===== config.mk =====
export PLATFORM = sky130hd
export DESIGN_NAME = synced_sample_trigger_sequencer_top
export DESIGN_NICKNAME = d
export VERILOG_FILES = /design/src/rtl/ssts_pkg.sv /design/src/rtl/synced_sample_trigger_sequencer_top.sv
export SDC_FILE = /design/constraint.sdc
export NUM_CORES = 2
export LEC_CHECK = 0
export BUFFER_PORTS_ARGS = -buffer_cell sky130_fd_sc_hd__buf_4
export CAP_MARGIN = 20
export CELL_PAD_IN_SITES_DETAIL_PLACEMENT = 2
export CELL_PAD_IN_SITES_GLOBAL_PLACEMENT = 2
export CORE_MARGIN = 3
export CORE_UTILIZATION = 35
export CTS_CLUSTER_SIZE = 14
export DETAILED_ROUTE_END_ITERATION = 16
export PLACE_DENSITY = 0.73
export SLEW_MARGIN = 20
export SYNTH_ARGS = -nofsm -noshare
export SYNTH_HDL_FRONTEND = slang
export SYNTH_SLANG_ARGS = --single-unit

===== constraint.sdc =====
create_clock -name clock -period 18.5 [get_ports clock]
set_input_delay 0.925 -clock clock [delete_from_list [all_inputs] [get_ports clock]]
set_output_delay 0.925 -clock clock [all_outputs]
set_load 0.05 [all_outputs]

===== src/rtl/ssts_pkg.sv =====
// ----------------------------------------------------------------------------
// ssts_pkg
// Shared types and constants for the synced sample trigger sequencer.
// ----------------------------------------------------------------------------
package ssts_pkg;

   // Sequencer phases, as reported on the result channel
   typedef enum logic [2:0] {
      PH_IDLE   = 3'd0,
      PH_COARSE = 3'd1,
      PH_FINE   = 3'd2,
      PH_SYNC   = 3'd3,
      PH_FINISH = 3'd4,
      PH_ASYNC  = 3'd5
   } phase_type;

   // Event codes carried by an input item
   typedef enum logic [1:0] {
      FN_ALARM       = 2'd0,
      FN_START_SYNC  = 2'd1,
      FN_START_ASYNC = 2'd2,
      FN_SAMPLE_READ = 2'd3
   } func_type;

   // Configuration register indexes
   localparam logic [1:0] CSR_START_TIME = 2'd0;
   localparam logic [1:0] CSR_DURATION   = 2'd1;
   localparam logic [1:0] CSR_PERIOD     = 2'd2;

   localparam int unsigned CSR_INDEX_W = 2;
   localparam int unsigned CSR_DATA_W  = 63;
   localparam int unsigned TIME_W      = 63;
   localparam int unsigned ALARM_W     = 64;
   localparam int unsigned PERIOD_W    = 32;
   localparam int unsigned SECONDS_W   = 16;
   localparam int unsigned TICKS_W     = 32;

   // Timer ticks per microsecond of the synchronized clock
   localparam logic [63:0] TICKS_PER_US = 64'd40;
   localparam logic [63:0] US_PER_S     = 64'd1000000;

   // Second count times one million fits in 36 bits
   localparam int unsigned SEC_US_W = 36;

   localparam logic [31:0] PERIOD_RESET = 32'd400000;

endpackage


===== src/rtl/synced_sample_trigger_sequencer_top.sv =====
// ----------------------------------------------------------------------------
// synced_sample_trigger_sequencer_top
// Six-phase sampling sequencer stepped by timer alarms and control events.
// ----------------------------------------------------------------------------
// Each input item (alarm, start synchronized, start asynchronous, sample read)
// yields exactly one result item carrying the next alarm count in timer ticks,
// the sample strobe, the sticky lost and done flags, the sync status and the
// phase after the step. An accepted item waits in the input register while
// the step logic works on it and is then loaded into the result register once
// that register is empty or its result is taken; a new item may be accepted
// every cycle unless the input stalls, and the input stalls only while both
// registers are full and the result is stalled.
// The step logic is a constant multiply by the tick rate after a 64-bit add,
// set by the re-alignment target start + seconds * 1e6 - now. The seconds
// offset is kept as a running sum so no variable multiply sits in that path.
// Configuration writes take effect at once and must only be made while no
// item is in flight.
// ----------------------------------------------------------------------------
module synced_sample_trigger_sequencer_top #(
   parameter int unsigned SAMPLES_PER_SECOND = 100
) (
   input  logic                                  clock,
   input  logic                                  reset,
   // configuration
   input  logic                                  csr_we,
   input  logic [ssts_pkg::CSR_INDEX_W-1:0]      csr_index,
   input  logic [ssts_pkg::CSR_DATA_W-1:0]       csr_wdata,
   // input items
   input  logic                                  req_valid,
   output logic                                  req_stall,
   input  logic [1:0]                            req_func,
   input  logic                                  req_sync_ready,
   input  logic [ssts_pkg::TIME_W-1:0]           req_sync_time_us,
   // result items
   output logic                                  rsp_valid,
   input  logic                                  rsp_stall,
   output logic signed [ssts_pkg::ALARM_W-1:0]   rsp_alarm_count,
   output logic                                  rsp_sample_strobe,
   output logic                                  rsp_sample_lost,
   output logic                                  rsp_sampling_done,
   output logic                                  rsp_sync_led,
   output logic [2:0]                            rsp_phase_out
);

   // Width of the signed whole-second test
   localparam int unsigned DIFF_W = 34 + $clog2(SAMPLES_PER_SECOND + 1);
   localparam logic signed [DIFF_W-1:0] SPS_S = DIFF_W'(SAMPLES_PER_SECOND);
   localparam logic [63:0] GENERIC_PERIOD =
      64'(ssts_pkg::TICKS_PER_US * ssts_pkg::US_PER_S / SAMPLES_PER_SECOND);
   localparam logic [63:0] COARSE_LEAD = 64'(ssts_pkg::TICKS_PER_US * ssts_pkg::US_PER_S);

   // Configuration registers
   logic [ssts_pkg::TIME_W-1:0]    start_ff;
   logic [ssts_pkg::SECONDS_W-1:0] duration_ff;
   logic [ssts_pkg::PERIOD_W-1:0]  period_ff;

   // Sequencer state
   ssts_pkg::phase_type            phase_ff, phase_in;
   logic [ssts_pkg::TICKS_W-1:0]   tick_ff, tick_in;
   logic [ssts_pkg::SECONDS_W-1:0] sec_ff, sec_in;
   logic [ssts_pkg::SEC_US_W-1:0]  sec_us_ff, sec_us_in;
   logic                           pending_ff, pending_in;
   logic                           lost_ff, lost_in;
   logic                           done_ff, done_in;

   // Input register
   logic                           in_valid_ff;
   ssts_pkg::func_type             in_func_ff;
   logic                           in_ready_ff;
   logic [ssts_pkg::TIME_W-1:0]    in_now_ff;

   // Result register
   logic                           out_valid_ff;
   logic [63:0]                    alarm_ff, alarm_in;
   logic                           strobe_ff, strobe_in;
   logic                           led_ff;
   ssts_pkg::phase_type            out_phase_ff;
   logic                           out_lost_ff, out_done_ff;

   logic step_fire;
   logic in_fire;

   logic [ssts_pkg::TICKS_W-1:0]   tick_inc;
   logic [ssts_pkg::SECONDS_W-1:0] sec_inc;
   logic [ssts_pkg::SEC_US_W-1:0]  sec_us_inc;
   logic signed [DIFF_W-1:0]       diff;
   logic                           whole_sec;
   logic [63:0]                    start_ext, now_ext, lead_us, target_us;

   // Handshake: result register frees up when empty or taken
   assign step_fire = in_valid_ff && (!out_valid_ff || !rsp_stall);
   assign req_stall = in_valid_ff && out_valid_ff && rsp_stall;
   assign in_fire   = req_valid && !req_stall;

   // Configuration writes
   always_ff @(posedge clock) begin
      if (reset) begin
         start_ff    <= '0;
         duration_ff <= '0;
         period_ff   <= ssts_pkg::PERIOD_RESET;
      end else if (csr_we) begin
         unique case (csr_index)
            ssts_pkg::CSR_START_TIME: start_ff    <= csr_wdata;
            ssts_pkg::CSR_DURATION:   duration_ff <= csr_wdata[ssts_pkg::SECONDS_W-1:0];
            ssts_pkg::CSR_PERIOD:     period_ff   <= csr_wdata[ssts_pkg::PERIOD_W-1:0];
            default: ;
         endcase
      end
   end

   // Capture the incoming item
   always_ff @(posedge clock) begin
      if (reset) begin
         in_valid_ff <= 1'b0;
      end else if (in_fire) begin
         in_valid_ff <= 1'b1;
      end else if (step_fire) begin
         in_valid_ff <= 1'b0;
      end
      if (in_fire) begin
         in_func_ff  <= ssts_pkg::func_type'(req_func);
         in_ready_ff <= req_sync_ready;
         in_now_ff   <= req_sync_time_us;
      end
   end

   // Whole-second bookkeeping for a sampling tick
   assign tick_inc   = tick_ff + 1'b1;
   assign sec_inc    = sec_ff + 1'b1;
   assign sec_us_inc = (sec_inc == '0) ? '0
                     : sec_us_ff + ssts_pkg::SEC_US_W'(ssts_pkg::US_PER_S);
   assign diff       = $signed({{(DIFF_W - ssts_pkg::TICKS_W){1'b0}}, tick_inc})
                     - DIFF_W'(1)
                     - $signed({{(DIFF_W - ssts_pkg::SECONDS_W){1'b0}}, sec_ff}) * SPS_S;
   assign whole_sec  = diff >= (SPS_S - DIFF_W'(1));

   assign start_ext = {1'b0, start_ff};
   assign now_ext   = {1'b0, in_now_ff};
   assign lead_us   = start_ext - now_ext;
   assign target_us = start_ext + 64'(sec_us_inc) - now_ext;

   // Step the sequencer for the item in the input register
   always_comb begin
      phase_in   = phase_ff;
      tick_in    = tick_ff;
      sec_in     = sec_ff;
      sec_us_in  = sec_us_ff;
      pending_in = pending_ff;
      lost_in    = lost_ff;
      done_in    = done_ff;
      alarm_in   = '0;
      strobe_in  = 1'b0;
      unique case (in_func_ff)
         ssts_pkg::FN_ALARM: begin
            unique case (phase_ff)
               ssts_pkg::PH_IDLE: begin
                  alarm_in = 64'(period_ff);
               end
               ssts_pkg::PH_COARSE: begin
                  if (in_ready_ff) begin
                     alarm_in = lead_us * ssts_pkg::TICKS_PER_US - COARSE_LEAD;
                     phase_in = ssts_pkg::PH_FINE;
                  end else begin
                     alarm_in = GENERIC_PERIOD;
                  end
               end
               ssts_pkg::PH_FINE: begin
                  if (in_ready_ff) begin
                     alarm_in = lead_us * ssts_pkg::TICKS_PER_US;
                     phase_in = ssts_pkg::PH_SYNC;
                  end else begin
                     alarm_in = GENERIC_PERIOD;
                  end
               end
               ssts_pkg::PH_SYNC, ssts_pkg::PH_ASYNC: begin
                  strobe_in  = 1'b1;
                  tick_in    = tick_inc;
                  pending_in = 1'b1;
                  if (pending_ff) begin
                     lost_in = 1'b1;
                  end
                  alarm_in = 64'(period_ff);
                  if (whole_sec) begin
                     sec_in    = sec_inc;
                     sec_us_in = sec_us_inc;
                     if (sec_inc >= duration_ff) begin
                        phase_in = ssts_pkg::PH_FINISH;
                     end else if (phase_ff == ssts_pkg::PH_SYNC && in_ready_ff) begin
                        alarm_in = target_us * ssts_pkg::TICKS_PER_US;
                     end
                  end
               end
               ssts_pkg::PH_FINISH: begin
                  done_in  = 1'b1;
                  alarm_in = 64'(period_ff);
                  phase_in = ssts_pkg::PH_IDLE;
               end
               default: begin
                  alarm_in = 64'(period_ff);
               end
            endcase
         end
         ssts_pkg::FN_START_SYNC, ssts_pkg::FN_START_ASYNC: begin
            tick_in    = '0;
            sec_in     = '0;
            sec_us_in  = '0;
            pending_in = 1'b0;
            lost_in    = 1'b0;
            done_in    = 1'b0;
            phase_in   = (in_func_ff == ssts_pkg::FN_START_SYNC) ? ssts_pkg::PH_COARSE
                                                                 : ssts_pkg::PH_ASYNC;
         end
         ssts_pkg::FN_SAMPLE_READ: begin
            pending_in = 1'b0;
         end
         default: ;
      endcase
   end

   // Advance state and load the result register
   always_ff @(posedge clock) begin
      if (reset) begin
         phase_ff     <= ssts_pkg::PH_IDLE;
         tick_ff      <= '0;
         sec_ff       <= '0;
         sec_us_ff    <= '0;
         pending_ff   <= 1'b0;
         lost_ff      <= 1'b0;
         done_ff      <= 1'b0;
         out_valid_ff <= 1'b0;
      end else begin
         if (step_fire) begin
            phase_ff     <= phase_in;
            tick_ff      <= tick_in;
            sec_ff       <= sec_in;
            sec_us_ff    <= sec_us_in;
            pending_ff   <= pending_in;
            lost_ff      <= lost_in;
            done_ff      <= done_in;
            out_valid_ff <= 1'b1;
         end else if (!rsp_stall) begin
            out_valid_ff <= 1'b0;
         end
      end
      if (step_fire) begin
         alarm_ff     <= alarm_in;
         strobe_ff    <= strobe_in;
         led_ff       <= in_ready_ff;
         out_phase_ff <= phase_in;
         out_lost_ff  <= lost_in;
         out_done_ff  <= done_in;
      end
   end

   assign rsp_valid         = out_valid_ff;
   assign rsp_alarm_count   = $signed(alarm_ff);
   assign rsp_sample_strobe = strobe_ff;
   assign rsp_sample_lost   = out_lost_ff;
   assign rsp_sampling_done = out_done_ff;
   assign rsp_sync_led      = led_ff;
   assign rsp_phase_out     = out_phase_ff;

   // A strobe only comes from a sampling phase or its exit to finish
   a_strobe_phase: assert property (@(posedge clock) disable iff (reset)
      rsp_valid && rsp_sample_strobe |->
         rsp_phase_out == ssts_pkg::PH_SYNC || rsp_phase_out == ssts_pkg::PH_ASYNC ||
         rsp_phase_out == ssts_pkg::PH_FINISH)
      else $error("sample strobe outside sampling phase");

   // A strobed tick leaves a sample pending
   a_pending_set: assert property (@(posedge clock) disable iff (reset)
      step_fire && strobe_in |=> pending_ff)
      else $error("strobe did not mark sample pending");

   // Lost flag rises only when a sample was still pending
   a_lost_cause: assert property (@(posedge clock) disable iff (reset)
      $rose(lost_ff) |-> $past(pending_ff))
      else $error("lost flag set without pending sample");

   // A start event clears the sticky flags
   a_start_clear: assert property (@(posedge clock) disable iff (reset)
      step_fire && (in_func_ff == ssts_pkg::FN_START_SYNC ||
                    in_func_ff == ssts_pkg::FN_START_ASYNC)
      |=> !lost_ff && !done_ff && tick_ff == '0)
      else $error("start event did not clear run state");

endmodule

==> flow_metrics.env <==
export IMPL_area_growth_pct=11.6
export IMPL_cp_max_fo=37
export IMPL_synth_edf_count=135
export IMPL_cts_setup_buffers=0
export IMPL_cts_hold_buffers=0
export IMPL_switching_share_pct=45.0
export IMPL_io_buffers=204
export IMPL_place_area_um2=39100
export IMPL_die_area_um2=108000
export IMPL_pwr_share_seq_pct=22.6
export IMPL_syn_area_um2=36300
export IMPL_start_kind="flip-flop"
export IMPL_cap_violations=0
export IMPL_tightest_slew_ns=1.10
export IMPL_synthArstFlopShare_pct=0
export IMPL_timing_fmax_ghz=0.0861
export IMPL_route_detailed_drc=0
export IMPL_clk_pin_slew_ns=0.06
export IMPL_tns_ns=0
export IMPL_layout_drive_gt1_share_pct=8.00
export IMPL_layout_commonest_cell="nand2_1"
export IMPL_slowest_delay_ns=0.52
export IMPL_min_period_ns=11.61
export IMPL_gp_congestion=0.908
export IMPL_synth_area_leaders="ha_1 15%, edfxtp_1 11%, dfxtp_1 11%"
export IMPL_grt_usage_pct=25.2
export IMPL_drt_first_pass_iters=7
export IMPL_pwr_share_clk_pct=24.2
export IMPL_grt_pass1_vias=36665
export IMPL_relSlewSlack_pct=25.6
export IMPL_grt_first_pass_wirelength_um=216000
export IMPL_io_pins=209
export IMPL_p_per_area_nw_per_um2=89.5
export IMPL_setup_viol=0
export IMPL_pwr_share_comb_pct=53.2
export IMPL_clock_skew_ns=0.0391
export IMPL_final_max_slew_violation_count=0
export IMPL_num_vias=34487
export IMPL_cp_arrival_ns=11.96
export IMPL_drt_iter0_markers=1662
export IMPL_synth_cells=4579
export IMPL_synth_area_leader_cell="ha_1"
export IMPL_core_area_um2=102000
export IMPL_syn_nets=5236
export IMPL_grt_overflow_total=0
export IMPL_synth_seq_cells=336
export IMPL_clock_latency_ns=0.65
export IMPL_final_antenna_net_count=0
export IMPL_antenna_found_initial=1
export IMPL_diodes=0
export IMPL_synth_top_flop_cell="dfxtp_1"
export IMPL_rsz0062_at_grt="false"
export IMPL_synth_seq_area_share_pct=22.3
export IMPL_outcome="finished clean"
export IMPL_cp_required_ns=18.85
export IMPL_fin_area_um2=40500
export IMPL_crit_slowest_cell="dfxtp_1"
export IMPL_avgViaCountPerCell=5.67
export IMPL_cts_path_max_buffers=3
export IMPL_dp_hpwl_um=109000
export IMPL_clock_root_buffer="clkbuf_16"
export IMPL_drt_wl_total_um=138000
export IMPL_start_util_pct=35.5
export IMPL_netlist_area_leader_share_pct=15.4
export IMPL_cts_tree="done"
export IMPL_fin_nets=5332
export IMPL_irDropWorstVdd_mv=0.0734
export IMPL_p_sw_w=0.00163
export IMPL_wl_per_cell_um=22.7
export IMPL_power_internal_w=0.00199
export IMPL_hold_class="flip-flop to flip-flop"
export IMPL_die_h_um=328
export IMPL_die_w_um=328
export IMPL_layout_common_cells="532 x nand2_1, 483 x a21oi_1, 447 x ha_1"
export IMPL_yosys_warnings=0
export IMPL_finalCritPeriodShare_pct=62.8
export IMPL_avgSynthCellArea_um2=7.93
export IMPL_rows=117
export IMPL_clock_sinks=336
export IMPL_leakage_nw=17.4
export IMPL_synth_distinct_cells=99
export IMPL_final_hold_viol_count=0
export IMPL_grt_max_degree=104
export IMPL_crit_path_end_kind="flip-flop"
export IMPL_cts_made_buffers=46
export IMPL_worstSetupPathType="flip-flop to flip-flop"
export IMPL_htree_levels=2
export IMPL_cts_resized_gates=0
-- metal layers --
| metal | part of all wire, % | global-route usage (%) | routed length [um] |
|---|---|---|---|
| met2 | 45 | 41.2 | 62700 |
| met5 | 0 | 0 | 0 |
| met1 | 48 | 34.5 | 65800 |
| met4 | 3.0 | 7.56 | 4130 |
| met3 | 3.8 | 3.20 | 5230 |
-- path summary, 6_finish.rpt --
check,slack [ns],startpoint,end,cells after the start
max,6.89,sec_ff[1],rsp_alarm_count[63],39
min,0.45,duration_ff[6],duration_ff[6],2
max reg2reg,6.89,sec_ff[1],rsp_alarm_count[63],39
min reg2reg,0.45,duration_ff[6],duration_ff[6],2
-- power by group through the flow --
stage / Clock, W / Combinational [W] / Sequential (W)
2_1_floorplan: 0 / 0.00133 / 0.000853
3_3_place_gp: 0 / 0.00186 / 0.000834
3_5_place_dp: 0 / 0.00190 / 0.000835
4_1_cts: 0.000912 / 0.00192 / 0.000820
5_1_grt: 0.000937 / 0.00214 / 0.000822
6_report: 0.000877 / 0.00193 / 0.000819
-- per-stage QoR --
step	cells	setup slack (ns)	hold slack, ns	power, W	util [%]
2_1_floorplan	4579	9.02	0.430	0.00218	-
3_3_place_gp	5995	6.96	0.439	0.00270	38.2
3_5_place_dp	5995	6.83	0.449	0.00274	38.2
4_1_cts	6079	6.78	0.412	0.00365	39.6
5_1_grt	6079	5.94	0.431	0.00389	39.6
6_report	6079	6.89	0.455	0.00363	39.6
-- cell families after synthesis --
group	count (synthesis)	synth area share [%]
buf+inv	593	6.33
mux	17	0.483
flops	336	22.3
compound gates	1304	23.2
xor+xnor	375	9.05
simple gates	1433	19.2
fa+ha+maj	521	19.5
-- cell type report --
| class | instances | area [um^2] |
|---|---|---|
| clock inverters | 23 | 201 |
| multi-input cells | 3650 | 26000 |
| inverters | 403 | 1520 |
| clock buffers | 61 | 1260 |
| well taps | 1368 | 1710 |
| flip-flops and latches | 336 | 8080 |
| fillers | 11778 | 61800 |
| repair buffers | 238 | 1790 |
-- cells in the mapped netlist (all sizes together) (23+ instances only) --
master,n
nand2,532
a21oi,485
ha,447
inv,399
nor2,254
xnor2,248
dfxtp,201
o21ai,194
clkbuf,160
edfxtp,135
xor2,127
nand3,126
a21o,122
nand4,78
nor3,78
fa,74
o21bai,55
or3,55
a211oi,48
a31oi,48
nand2b,45
o21a,45
a22oi,42
and3,42
and2,39
nor4,35
buf,30
nor2b,30
o211ai,28
nand3b,25
or2,23
-- sequential cells by signal, indices dropped and copies added (netlist names), 2 cells and up --
signal	cells
rsp_alarm_count	64
sec_ff	16
start_ff	61
phase_ff	3
period_ff	32
rsp_phase_out	3
in_now_ff	61
in_func_ff	2
tick_ff	32
duration_ff	16
sec_us_ff	36
-- critical path: cells and delay by family, from the launching register on --
family                   cells  cell delay (ns)
flip-flops                   1             0.52
XOR/XNOR                     4             0.69
adder cells (fa/ha/maj)      5             1.71
AND/OR/NAND/NOR             11             3.01
AO/OA/AOI/OAI               17             5.00
buffers and inverters        2             0.36
Power figures use the tool's default switching activity.
